[config.mk]
export PLATFORM = sky130hd
export DESIGN_NAME = bss_out_stage
export DESIGN_NICKNAME = d
export VERILOG_FILES = /design/src/rtl/bss_pkg.sv /design/src/rtl/bss_out_stage.sv
export SDC_FILE = /design/constraint.sdc
export NUM_CORES = 1
export LEC_CHECK = 0
export BUFFER_PORTS_ARGS = -buffer_cell sky130_fd_sc_hd__buf_4
export CAP_MARGIN = 25
export CORE_MARGIN = 2
export CORE_UTILIZATION = 43
export CTS_CLUSTER_DIAMETER = 30
export DETAILED_ROUTE_END_ITERATION = 10
export GPL_TIMING_DRIVEN = 0
export PLACE_DENSITY = 0.83
export RECOVER_POWER = 25
export SLEW_MARGIN = 20
export SYNTH_ARGS = -nofsm -noshare
export SYNTH_HDL_FRONTEND = slang
export SYNTH_SLANG_ARGS = --single-unit
[constraint.sdc]
create_clock -name clk -period 1 [get_ports clk]
set_input_delay 0.15 -clock clk [delete_from_list [all_inputs] [get_ports clk]]
set_output_delay 0.15 -clock clk [all_outputs]
set_load 0.02 [all_outputs]
[src/rtl/bss_pkg.sv]
package bss_pkg;

  // Command codes
  localparam logic [2:0] CMD_INSERT = 3'd0;
  localparam logic [2:0] CMD_REMOVE = 3'd1;
  localparam logic [2:0] CMD_QUERY  = 3'd2;
  localparam logic [2:0] CMD_CLEAR  = 3'd3;
  localparam logic [2:0] CMD_PICK   = 3'd4;

  // Status codes
  localparam logic [1:0] ST_OK       = 2'd0;
  localparam logic [1:0] ST_NOCHANGE = 2'd1;
  localparam logic [1:0] ST_FULL     = 2'd2;
  localparam logic [1:0] ST_BAD      = 2'd3;

  // One result beat
  typedef struct packed {
    logic [1:0]  status;
    logic [7:0]  count;
    logic [31:0] value;
  } result_t;

endpackage

[src/rtl/bss_out_stage.sv]
module bss_out_stage (
  input  logic              clk,
  input  logic              rst,
  input  logic              load,
  input  bss_pkg::result_t  res,
  output logic              free,
  output logic              out_valid,
  input  logic              out_ready,
  output logic [1:0]        status,
  output logic [7:0]        count,
  output logic [31:0]       value
);
  import bss_pkg::*;

  // The slot can take a new result when empty or being drained this cycle
  assign free = !out_valid || out_ready;

  always_ff @(posedge clk) begin
    if (rst) begin
      out_valid <= 1'b0;
    end else if (load) begin
      out_valid <= 1'b1;
    end else if (out_ready) begin
      out_valid <= 1'b0;
    end
  end

  // Payload, no reset needed
  always_ff @(posedge clk) begin
    if (load) begin
      status <= res.status;
      count  <= res.count;
      value  <= res.value;
    end
  end

endmodule

After elaboration in Yosys (flattened, before gate mapping) --
Index checks and enable logic that the tools add are counted.
Storage, ports and cells: bits of input ports 46, flip-flop bits (word level) 43, output and inout bits 44
Cells by class: multiplexer cells 2, reduce and logical (&&, ||, !) cells 3
Operator list (number):
- $mux W1 | 2
- $reduce_bool A2 Y1 | 1
- $logic_not A1 Y1 | 1
- $logic_or A1 B1 Y1 | 1

Depth between registers and ports, before layout --
Gate-level depths: netlist (run 1).
word-level depth 2, mapped depth 2, gate-level depth less buffers 2

Least setup slack after synthesis (run 1) --
No wires, ideal clock.
kind reg-to-reg, start point register, netlist name out_valid, end point register out_valid, setup slack 226 ps, period minus slack after synthesis 774 ps, cell stages (with the launch flop) 3, data arrival time 707 ps, path through dfxtp_1 -> nand2b_4 -> a21oi_2
RTL lines:
- to (signal assigned) | line bss_out_stage.sv:20 | out_valid <= 1'b0;
- to (signal assigned) | line bss_out_stage.sv:22 | out_valid <= 1'b1;
- to (signal assigned) | line bss_out_stage.sv:24 | out_valid <= 1'b0;
- to (decl) | line bss_out_stage.sv:7 | output logic out_valid,

Final worst setup path (run 1) --
start point register value[21], end point output value[21]
RTL lines:
- from (decl) | line bss_out_stage.sv:11 | output logic [31:0] value
- from (signal assigned) | line bss_out_stage.sv:33 | value <= res.value;
No word-level cell between the ends.

==> results.py, run 1 <==
metrics = {
    "synthesis": {
        "syn_area_mm2": 0.00131,
        "yosys_warnings": 0,
        "synth.most_common_cell": "edfxtp_1",
        "synth-seq-cells": 43,
        "ys_top_cells_by_count": "edfxtp_1, a21oi_2, dfxtp_1, inv_1, nand2b_4",
        "synth.avg_cell_area_um2": 28.4,
        "synthFlopType": "edfxtp_1",
        "async_flop_share": 0,
        "synth.top_cell.area_share": 0.965,
        "synth-seq-area-share": 0.980,
        "yosys.area.top_type": "edfxtp_1",
        "synth.distinct_cells": 5,
        "ys_top_cells_by_area": "edfxtp_1, dfxtp_1, nand2b_4",
        "synth_edf_count": 42,
        "synthCells": 46,
        "syn_nets": 92,
    },
    "timing": {
        "hold_viol_final": 0,
        "finalCriticalPeriod_ns": 1.12,
        "maxSlewViolCount": 0,
        "fin_setup_tns_ns": -2.52,
        "min_period_over_period": 1.12,
        "setup_viol": 44,
        "hold_ws_ns": 0.162,
        "fin_ws_ns": -0.117,
        "max_slew_margin": 0.326,
        "worstMarginPinSlew_ns": 1.01,
        "rsz0062_at_grt": "true",
        "finClkSkew_ns": 0,
        "fmax_mhz": 895,
    },
    "finish": {
        "areaGrowthSynthToFinish_pct": 106,
        "multi_input_area_um2": 22.5,
        "final_nets": 232,
        "fillers": 93,
        "seqCellArea_mm2": 0.00128,
        "drive_above_1_share": 0.535,
        "antenna_cells": 0,
        "final_cell_area_mm2": 0.00270,
        "layout.cells.non_filler": 220,
    },
    "global_routing": {
        "grt_use_total": 0.280,
        "grt_first_pass_wirelength_mm": 6.42,
        "grt_max_degree": 44,
        "grt_overflow": 0,
        "grt_pass1_vias": 1225,
        "antenna_found_initial": 0,
    },
    "routing": {
        "wire_per_inst_um": 19.9,
        "drc": 0,
        "via_per_inst": 4.65,
        "highest_layer": "met4",
        "num_vias": 1022,
        "wl_met2_mm": 2.33,
        "drtIter0Drc": 27,
        "firstDrtPassIters": 4,
        "wl_met1_mm": 1.49,
        "drtAntennaViolNets": 0,
        "wl_mm": 4.38,
        "wl_met3_um": 525,
    },
    "worst_setup_path": {
        "worstPathMaxFanout": 1,
        "path_buf_inv": 1,
        "worst-endpoint-arrival_ns": 0.97,
        "crit_path_start_kind": "register",
        "path_delay_family": "flip-flops",
        "cp-end-kind": "output pin",
        "cp.required_ns": 0.85,
        "max_stage_delay_ns": 0.45,
        "path_class": "reg -> out",
        "cp_slowest_cell": "edfxtp_1",
        "crit_chain": "buf_6",
    },
    "place": {
        "dp_cells": 168,
        "numPortBuffers": 89,
        "dp_hpwl_mm": 1.94,
        "pre_cts_ws_ns": 0.0375,
        "postPlaceCellArea_mm2": 0.00202,
        "gp_congestion": 0.716,
    },
    "run": {
        "drv_cap": 0,
    },
    "run_status": {
        "violations": "negative setup slack",
        "status": "finished with violations",
    },
    "clock_tree": {
        "cts_tree": "done",
        "cts_buffer_depth": 2,
        "clk_latency_ns": 0.35,
        "clockRootBuffer": "clkbuf_4",
        "clkSlewWorstSetupHoldPaths_ns": 0.12,
        "clock-sinks": 43,
        "cts_max_level": 2,
        "cts_buffers": 5,
    },
    "floorplanning": {
        "rows": 20,
        "start_util": 0.439,
        "die-area_mm2": 0.00350,
        "core_mm2": 0.00298,
        "fp.dieW_um": 59.1,
        "io_pins": 90,
        "die_h_um": 59.1,
    },
    "power_and_ir_drop": {
        "pwr-share-seq": 0.542,
        "leakage_nw": 1.14,
        "power_frac_comb": 0.198,
        "peakVddDrop_uv": 1320,
        "swShare": 0.234,
        "p_int_w": 0.00314,
        "power_density_mw_per_mm2": 1520,
        "netSwitchingPower_w": 0.000958,
        "power_frac_clock": 0.260,
    },
    "hold_path": {
        "hold_path_class": "in -> reg",
    },
}
==> routing by layer <==
layer | up-vias | track usage
met4 | 0 | 0.0779
met1 | 481 | 0.281
met5 | - | 0
li1 | 461 | -
met2 | 76 | 0.492
met3 | 4 | 0.159
==> cell families after synthesis <==
family,after synthesis,synth area share
flip-flops,43,0.980
buffers and inverters,1,0.00287
AND/OR/NAND/NOR,1,0.0105
AO/OA/AOI/OAI,1,0.00670
==> sequential cells by signal, indices dropped and copies added, names as in the netlist <==
signal,flops
status,2
value,32
out_valid,1
count,8
==> cell usage in the layout (no fill, tap or decap) <==
cell type / n
a21oi_2: 1
buf_4: 45
buf_6: 44
bufinv_16: 1
clkbuf_1: 1
clkbuf_2: 1
clkbuf_4: 5
clkinvlp_4: 1
dfxtp_2: 1
dlygate4sd3_1: 43
edfxtp_1: 42
inv_1: 1
nand2b_4: 1
==> power groups by stage <==
stage	clock network (W)	registers [W]	logic [W]
6_report	0.00107	0.00222	0.000812
5_1_grt	0.00117	0.00223	0.000847
4_1_cts	0.00107	0.00220	0.000782
3_5_place_dp	0	0.00222	0.000572
3_3_place_gp	0	0.00221	0.000561
2_1_floorplan	0	0.00240	0.00000968
==> through the flow <==
stage                     power, W   util
after CTS                  0.00406  0.899
after global placement     0.00277  0.677
after global routing       0.00425  0.906
after detailed placement   0.00279  0.677
after floorplan            0.00241      -
final                      0.00410  0.906
==> timing repair <==
item | CTS | global route
setup buffers | 0 | 1
hold buffers | 43 | 0
resized for setup | 41 | 4
pin swaps | 0 | 0
endpoints found under the hold margin | 43 | 0
endpoints found under the setup margin | 44 | 44
==> layout make-up <==
| cell class | instances | share of cell area |
|---|---|---|
| Inverter | 1 | 0.00139 |
| Tap cell | 33 | 0.0153 |
| Clock inverter | 2 | 0.0139 |
| Timing Repair Buffer | 133 | 0.470 |
| Multi-Input combinational cell | 2 | 0.00835 |
| Clock buffer | 6 | 0.0153 |
| Sequential cell | 43 | 0.475 |
==> path summary, 6_finish.rpt <==
| kind | slack (ns) | from | to | depth (start not counted) |
|---|---|---|---|---|
| setup / recovery | -0.12 | value[21] | value[21] | 1 |
| setup reg to reg | 0.25 | out_valid | out_valid | 3 |
| hold / removal | 0.16 | out_ready | out_valid | 4 |
| hold reg to reg | 0.60 | out_valid | out_valid | 3 |
No activity file was read; power rests on OpenSTA's default activity.
==> run 2: changes to the inputs <==
--- a/config.mk
+++ b/config.mk
@@ -5,6 +5,7 @@
 export SDC_FILE = /design/constraint.sdc
 export NUM_CORES = 1
 export LEC_CHECK = 0
+export ABC_AREA = 1
 export BUFFER_PORTS_ARGS = -buffer_cell sky130_fd_sc_hd__buf_4
 export CAP_MARGIN = 25
 export CORE_MARGIN = 2
@@ -14,6 +15,7 @@
 export GPL_TIMING_DRIVEN = 0
 export PLACE_DENSITY = 0.83
 export RECOVER_POWER = 25
+export SKIP_LAST_GASP = 1
 export SLEW_MARGIN = 20
 export SYNTH_ARGS = -nofsm -noshare
 export SYNTH_HDL_FRONTEND = slang
==> results.py, run 2 <==
metrics = {
    "clock_tree": {
        "clkSlewWorstSetupHoldPaths_ns": 0.15,
        "clockRootBuffer": "clkbuf_4",
        "clock-sinks": 43,
        "cts_tree": "done",
        "cts_buffers": 5,
        "cts_max_level": 2,
        "cts_buffer_depth": 2,
        "clk_latency_ns": 0.35,
    },
    "floorplanning": {
        "core_mm2": 0.00283,
        "rows": 19,
        "start_util": 0.461,
        "die-area_mm2": 0.00349,
        "io_pins": 90,
        "fp.dieW_um": 59.1,
        "die_h_um": 59.1,
    },
    "power_and_ir_drop": {
        "power_frac_clock": 0.272,
        "finalPower_w": 0.00423,
        "power_frac_comb": 0.200,
        "netSwitchingPower_w": 0.00109,
        "pwr-share-seq": 0.528,
        "p_int_w": 0.00313,
        "swShare": 0.259,
        "leakage_nw": 1.14,
        "power_density_mw_per_mm2": 1580,
        "peakVddDrop_uv": 1650,
    },
    "routing": {
        "wire_per_inst_um": 27.2,
        "drc": 0,
        "drtAntennaViolNets": 0,
        "wl_mm": 5.94,
        "num_vias": 1136,
        "firstDrtPassIters": 4,
        "via_per_inst": 5.21,
        "drtIter0Drc": 63,
    },
    "worst_setup_path": {
        "regToRegStartpoint": "out_valid",
        "path_delay_family": "flip-flops",
        "crit_chain": "buf_6",
        "r2r_cells": 2,
        "crit_path_start_kind": "register",
        "worst-endpoint-arrival_ns": 1.01,
        "worstPathMaxFanout": 1,
        "reg2reg_setup_slack_ns": 0.32,
        "cp-end-kind": "output pin",
        "max_stage_delay_ns": 0.48,
        "r2r-end": "out_valid",
        "path_class": "reg -> out",
        "path_buf_inv": 1,
        "cp_slowest_cell": "edfxtp_1",
        "cp.required_ns": 0.85,
    },
    "synthesis": {
        "syn_nets": 93,
        "synth_top_family_by_area": "compound AO/OA/AOI/OAI gates",
        "ys_top_cells_by_count": "edfxtp_1, inv_1, a21oi_2, dfxtp_1, nand2_2",
        "syn_area_mm2": 0.00130,
        "synth_adder_area_share": 0,
        "muxShareOfSynthArea": 0,
        "synthCells": 47,
        "synth-seq-area-share": 0.983,
        "yosys.area.top_type": "edfxtp_1",
        "synth_xor_area_frac": 0,
        "async_flop_share": 0,
        "ys_top_cells_by_area": "edfxtp_1, dfxtp_1, a21oi_2",
        "synth.avg_cell_area_um2": 27.7,
        "synth.top_cell.area_share": 0.967,
        "yosys_warnings": 0,
        "synthFlopType": "edfxtp_1",
        "synth_compound_area_frac": 0.00672,
        "synth.most_common_cell": "edfxtp_1",
        "synth.distinct_cells": 5,
        "synth-seq-cells": 43,
        "yosys.area_share.simple": 0.00480,
        "synth_edf_count": 42,
    },
    "run_status": {
        "status": "finished with violations",
        "violations": "negative setup slack",
    },
    "timing": {
        "finalCriticalPeriod_ns": 1.16,
        "maxSlewViolCount": 0,
        "hold_viol_final": 0,
        "fin_ws_ns": -0.161,
        "worstMarginPinSlew_ns": 0.574,
        "fmax_mhz": 861,
        "finClkSkew_ns": 0,
        "max_slew_margin": 0.617,
        "rsz0062_at_grt": "true",
        "setup_viol": 44,
        "min_period_over_period": 1.16,
    },
    "place": {
        "postPlaceCellArea_mm2": 0.00201,
        "numPortBuffers": 89,
        "gp_congestion": 0.644,
        "dp_cells": 167,
        "pre_cts_ws_ns": 0.0352,
    },
    "finish": {
        "regMostFlops": "value",
        "final_nets": 232,
        "drive_above_1_share": 0.535,
        "antenna_cells": 0,
        "layout.cells.non_filler": 218,
        "areaGrowthSynthToFinish_pct": 106,
        "fillers": 59,
        "final_cell_area_mm2": 0.00268,
        "mostFrequentLayoutCells": "buf_4, dlygate4sd3_1, edfxtp_1, buf_6, clkbuf_4",
        "largest_register_ffs": 32,
        "layout_commonest_cell": "buf_4",
        "reg.largest.list": "value x32, count x8, status x2",
    },
    "global_routing": {
        "grt_max_degree": 44,
        "grt_first_pass_wirelength_mm": 6.84,
        "antenna_found_initial": 0,
        "grt_use_total": 0.302,
        "grt_pass1_vias": 1165,
        "gr-usage-met2": 0.549,
        "grt_overflow": 0,
        "grt.busiest_layer": "met2",
        "grt_util_met1": 0.340,
        "grt.met3_usage": 0.0721,
    },
    "hold_path": {
        "hold_path_class": "in -> reg",
        "min_path_cells": 4,
        "min_to": "out_valid",
        "worstHoldStart": "out_ready",
    },
    "run": {
        "drv_cap": 0,
    },
}
-- run 2: cell types whose count changed after synthesis --
cell and change:
nand2_2 +1, nand2b_4 -1, inv_1 +1
-- run 2: worst max path at each step --
| stage | from | to | slack, ns | cells past startpoint |
|---|---|---|---|---|
| after floorplan | out_valid | out_valid | 0.23 | 2 |
| after global placement | load | count[6] | 0.07 | 1 |
| after detailed placement | load | count[6] | 0.04 | 1 |
| after CTS | status[0] | status[0] | -0.08 | 1 |
| after global routing | value[18] | value[18] | -0.18 | 1 |
| final | value[18] | value[18] | -0.16 | 1 |
-- run 2: power groups by stage --
stage	clock, W	sequential [W]	combinational (W)
global route	0.00121	0.00224	0.000867
CTS	0.00109	0.00220	0.000781
global placement	0	0.00221	0.000559
finish	0.00115	0.00223	0.000846
floorplan	0	0.00240	0.00000840
detailed placement	0	0.00222	0.000572
-- run 2: layout make-up --
type | count | area, um2 | area share
Timing Repair Buffer | 132 | 1260 | 0.469
Tap cell | 31 | 38.8 | 0.0145
Multi-Input combinational cell | 2 | 15.0 | 0.00560
Clock buffer | 5 | 37.5 | 0.0140
Inverter | 2 | 7.51 | 0.00280
Sequential cell | 43 | 1280 | 0.478
Clock inverter | 3 | 43.8 | 0.0163
-- run 2: cell families after synthesis --
kind of cell / Yosys count
DFF: 43
buffers and inverters: 2
and+or+nand+nor: 1
AOI/OAI and AO/OA: 1
-- run 2: layer usage --
layer | vias to the layer above | wire length (um)
li1 | 460 | -
met1 | 565 | 2070
met2 | 92 | 3180
met3 | 19 | 441
met4 | 0 | 251
met5 | - | 0
-- run 2: per-stage QoR --
step                utilization  TNS (ns)  hold WS [ns]
finish                    0.948     -3.91         0.109
global route              0.948     -4.99         0.105
CTS                       0.941     -2.09        0.0488
detailed placement        0.711         0         0.307
global placement          0.711         0         0.306
floorplan                     -         0         0.212
-- run 2: what timing repair did --
action	in CTS	in global routing
resized for setup	38	5
buffers inserted	0	0
hold endpoints to repair	43	0
hold buffers	43	0
setup endpoints to repair	44	44
==> run 3: changes to the inputs <==
--- a/config.mk
+++ b/config.mk
@@ -8,15 +8,19 @@
 export ABC_AREA = 1
 export BUFFER_PORTS_ARGS = -buffer_cell sky130_fd_sc_hd__buf_4
 export CAP_MARGIN = 25
+export CELL_PAD_IN_SITES_DETAIL_PLACEMENT = 1
+export CELL_PAD_IN_SITES_GLOBAL_PLACEMENT = 2
 export CORE_MARGIN = 2
-export CORE_UTILIZATION = 43
+export CORE_UTILIZATION = 28
+export CTS_BUF_LIST = sky130_fd_sc_hd__clkbuf_16
 export CTS_CLUSTER_DIAMETER = 30
 export DETAILED_ROUTE_END_ITERATION = 10
 export GPL_TIMING_DRIVEN = 0
-export PLACE_DENSITY = 0.83
+export PLACE_DENSITY_LB_ADDON = 0.1
 export RECOVER_POWER = 25
 export SKIP_LAST_GASP = 1
 export SLEW_MARGIN = 20
 export SYNTH_ARGS = -nofsm -noshare
 export SYNTH_HDL_FRONTEND = slang
 export SYNTH_SLANG_ARGS = --single-unit
+export TNS_END_PERCENT = 1
==> results.py, run 3 (synthesis results as in run 2) <==
metrics = {
    "worst_setup_path": {
        "path_buf_inv": 1,
        "cp.required_ns": 0.85,
        "crit_chain": "buf_4",
        "path_delay_family": "flip-flops",
        "crit_path_start_kind": "register",
        "path_class": "reg -> out",
        "r2r_cells": 2,
        "worstPathMaxFanout": 1,
        "cp_slowest_cell": "edfxtp_1",
        "max_stage_delay_ns": 0.38,
        "crit_start": "value[26]",
        "worst-endpoint-arrival_ns": 0.82,
        "regToRegStartpoint": "out_valid",
        "r2r-end": "out_valid",
        "cp.depth": 1,
        "cp-end-kind": "output pin",
        "reg2reg_setup_slack_ns": 0.42,
    },
    "routing": {
        "drc": 0,
        "drtAntennaViolNets": 0,
        "drtIter0Drc": 68,
        "via_per_inst": 4.08,
        "firstDrtPassIters": 4,
        "wire_per_inst_um": 14.1,
        "num_vias": 800,
        "wl_mm": 2.76,
    },
    "finish": {
        "final_cell_area_mm2": 0.00218,
        "areaGrowthSynthToFinish_pct": 67.1,
        "mostFrequentLayoutCells": "buf_4, edfxtp_1, clkbuf_4",
        "reg.largest.list": "value x32, count x8, status x2",
        "antenna_cells": 0,
        "layout_commonest_cell": "buf_4",
        "largest_register_ffs": 32,
        "regMostFlops": "value",
        "final_nets": 189,
        "drive_above_1_share": 0.674,
    },
    "floorplanning": {
        "io_pins": 90,
        "rows": 24,
        "start_util": 0.295,
        "die_h_um": 72.2,
        "die-area_mm2": 0.00522,
        "fp.dieW_um": 72.2,
        "core_mm2": 0.00441,
    },
    "timing": {
        "min_period_over_period": 0.971,
        "setup_viol": 0,
        "finalCriticalPeriod_ns": 0.971,
        "max_slew_margin": 0.639,
        "finClkSkew_ns": 0,
        "maxSlewViolCount": 0,
        "fmax_mhz": 1030,
        "worstMarginPinSlew_ns": 0.542,
        "hold_viol_final": 0,
        "hold_ws_ns": 0.0211,
        "rsz0062_at_grt": "true",
    },
    "clock_tree": {
        "hold_buffers": 0,
        "cts_buffers": 5,
        "clockRootBuffer": "clkbuf_16",
        "clock-sinks": 43,
        "clkSlewWorstSetupHoldPaths_ns": 0.05,
        "cts_max_level": 2,
        "cts_tree": "done",
        "clk_latency_ns": 0.27,
        "cts_buffer_depth": 2,
    },
    "global_routing": {
        "grt_use_total": 0.110,
        "grt_pass1_vias": 887,
        "grt_overflow": 0,
        "antenna_found_initial": 0,
        "grt_max_degree": 44,
        "grt_first_pass_wirelength_mm": 4.19,
    },
    "power_and_ir_drop": {
        "netSwitchingPower_w": 0.000903,
        "leakage_nw": 0.935,
        "power_density_mw_per_mm2": 1930,
        "swShare": 0.215,
        "power_frac_comb": 0.133,
        "p_int_w": 0.00331,
        "power_frac_clock": 0.350,
        "pwr-share-seq": 0.517,
        "peakVddDrop_uv": 1350,
    },
    "hold_path": {
        "hold_path_class": "in -> reg",
        "worstHoldStart": "rst",
        "min_path_cells": 2,
        "min_to": "out_valid",
    },
    "run_status": {
        "status": "finished clean",
    },
    "place": {
        "numPortBuffers": 89,
        "gp_congestion": 0.630,
        "dp_hpwl_mm": 2.07,
        "postPlaceCellArea_mm2": 0.00204,
    },
    "run": {
        "drv_cap": 0,
    },
}
-- run 3: power groups by stage --
stage | Combinational, W | Clock (W) | Sequential [W]
2_1_floorplan | 0.00000840 | 0 | 0.00240
3_3_place_gp | 0.000564 | 0 | 0.00221
3_5_place_dp | 0.000573 | 0 | 0.00222
5_1_grt | 0.000592 | 0.00158 | 0.00220
4_1_cts | 0.000574 | 0.00152 | 0.00218
6_report | 0.000560 | 0.00147 | 0.00218
-- run 3: area by class of cell --
type,count,area (um2)
clock buffer,5,125
timing repair buffer,89,672
sequential,43,1280
multi-input combinational,2,15.0
fill,433,2240
inverter,2,7.51
clock inverter,3,11.3
tap,52,65.1
-- run 3: how the worst max path moves through the flow --
stage          slack, ns        end
2_1_floorplan       0.23  out_valid
3_3_place_gp        0.04   count[4]
3_5_place_dp       0.009  value[17]
4_1_cts            0.004  value[26]
5_1_grt           -0.009  value[30]
6_report            0.03  value[26]
-- run 3: through the flow --
stage                     TNS, ns  total power, W  setup WS, ns  utilization  cells
after CTS                       0         0.00427       0.00358        0.493    196
after detailed placement        0         0.00279       0.00856        0.461    188
after global placement          0         0.00277        0.0383        0.461    188
final                           0         0.00421        0.0294        0.493    196
after global routing      -0.0104         0.00437      -0.00926        0.493    196
after floorplan                 0         0.00241         0.228            -     47
-- run 3: timing repair --
item                                    CTS  global route
setup buffers                             0             0
gates resized for setup                   1             1
endpoints found under the setup margin    1             4
-- run 3: routing by layer --
| metal | global-route usage | vias to the layer above | part of all wire |
|---|---|---|---|
| met5 | 0 | - | 0 |
| met4 | 0.0314 | 0 | 0 |
| met3 | 0.0458 | 0 | 0.11 |
| met2 | 0.197 | 53 | 0.54 |
| met1 | 0.119 | 373 | 0.35 |
| li1 | - | 374 | - |
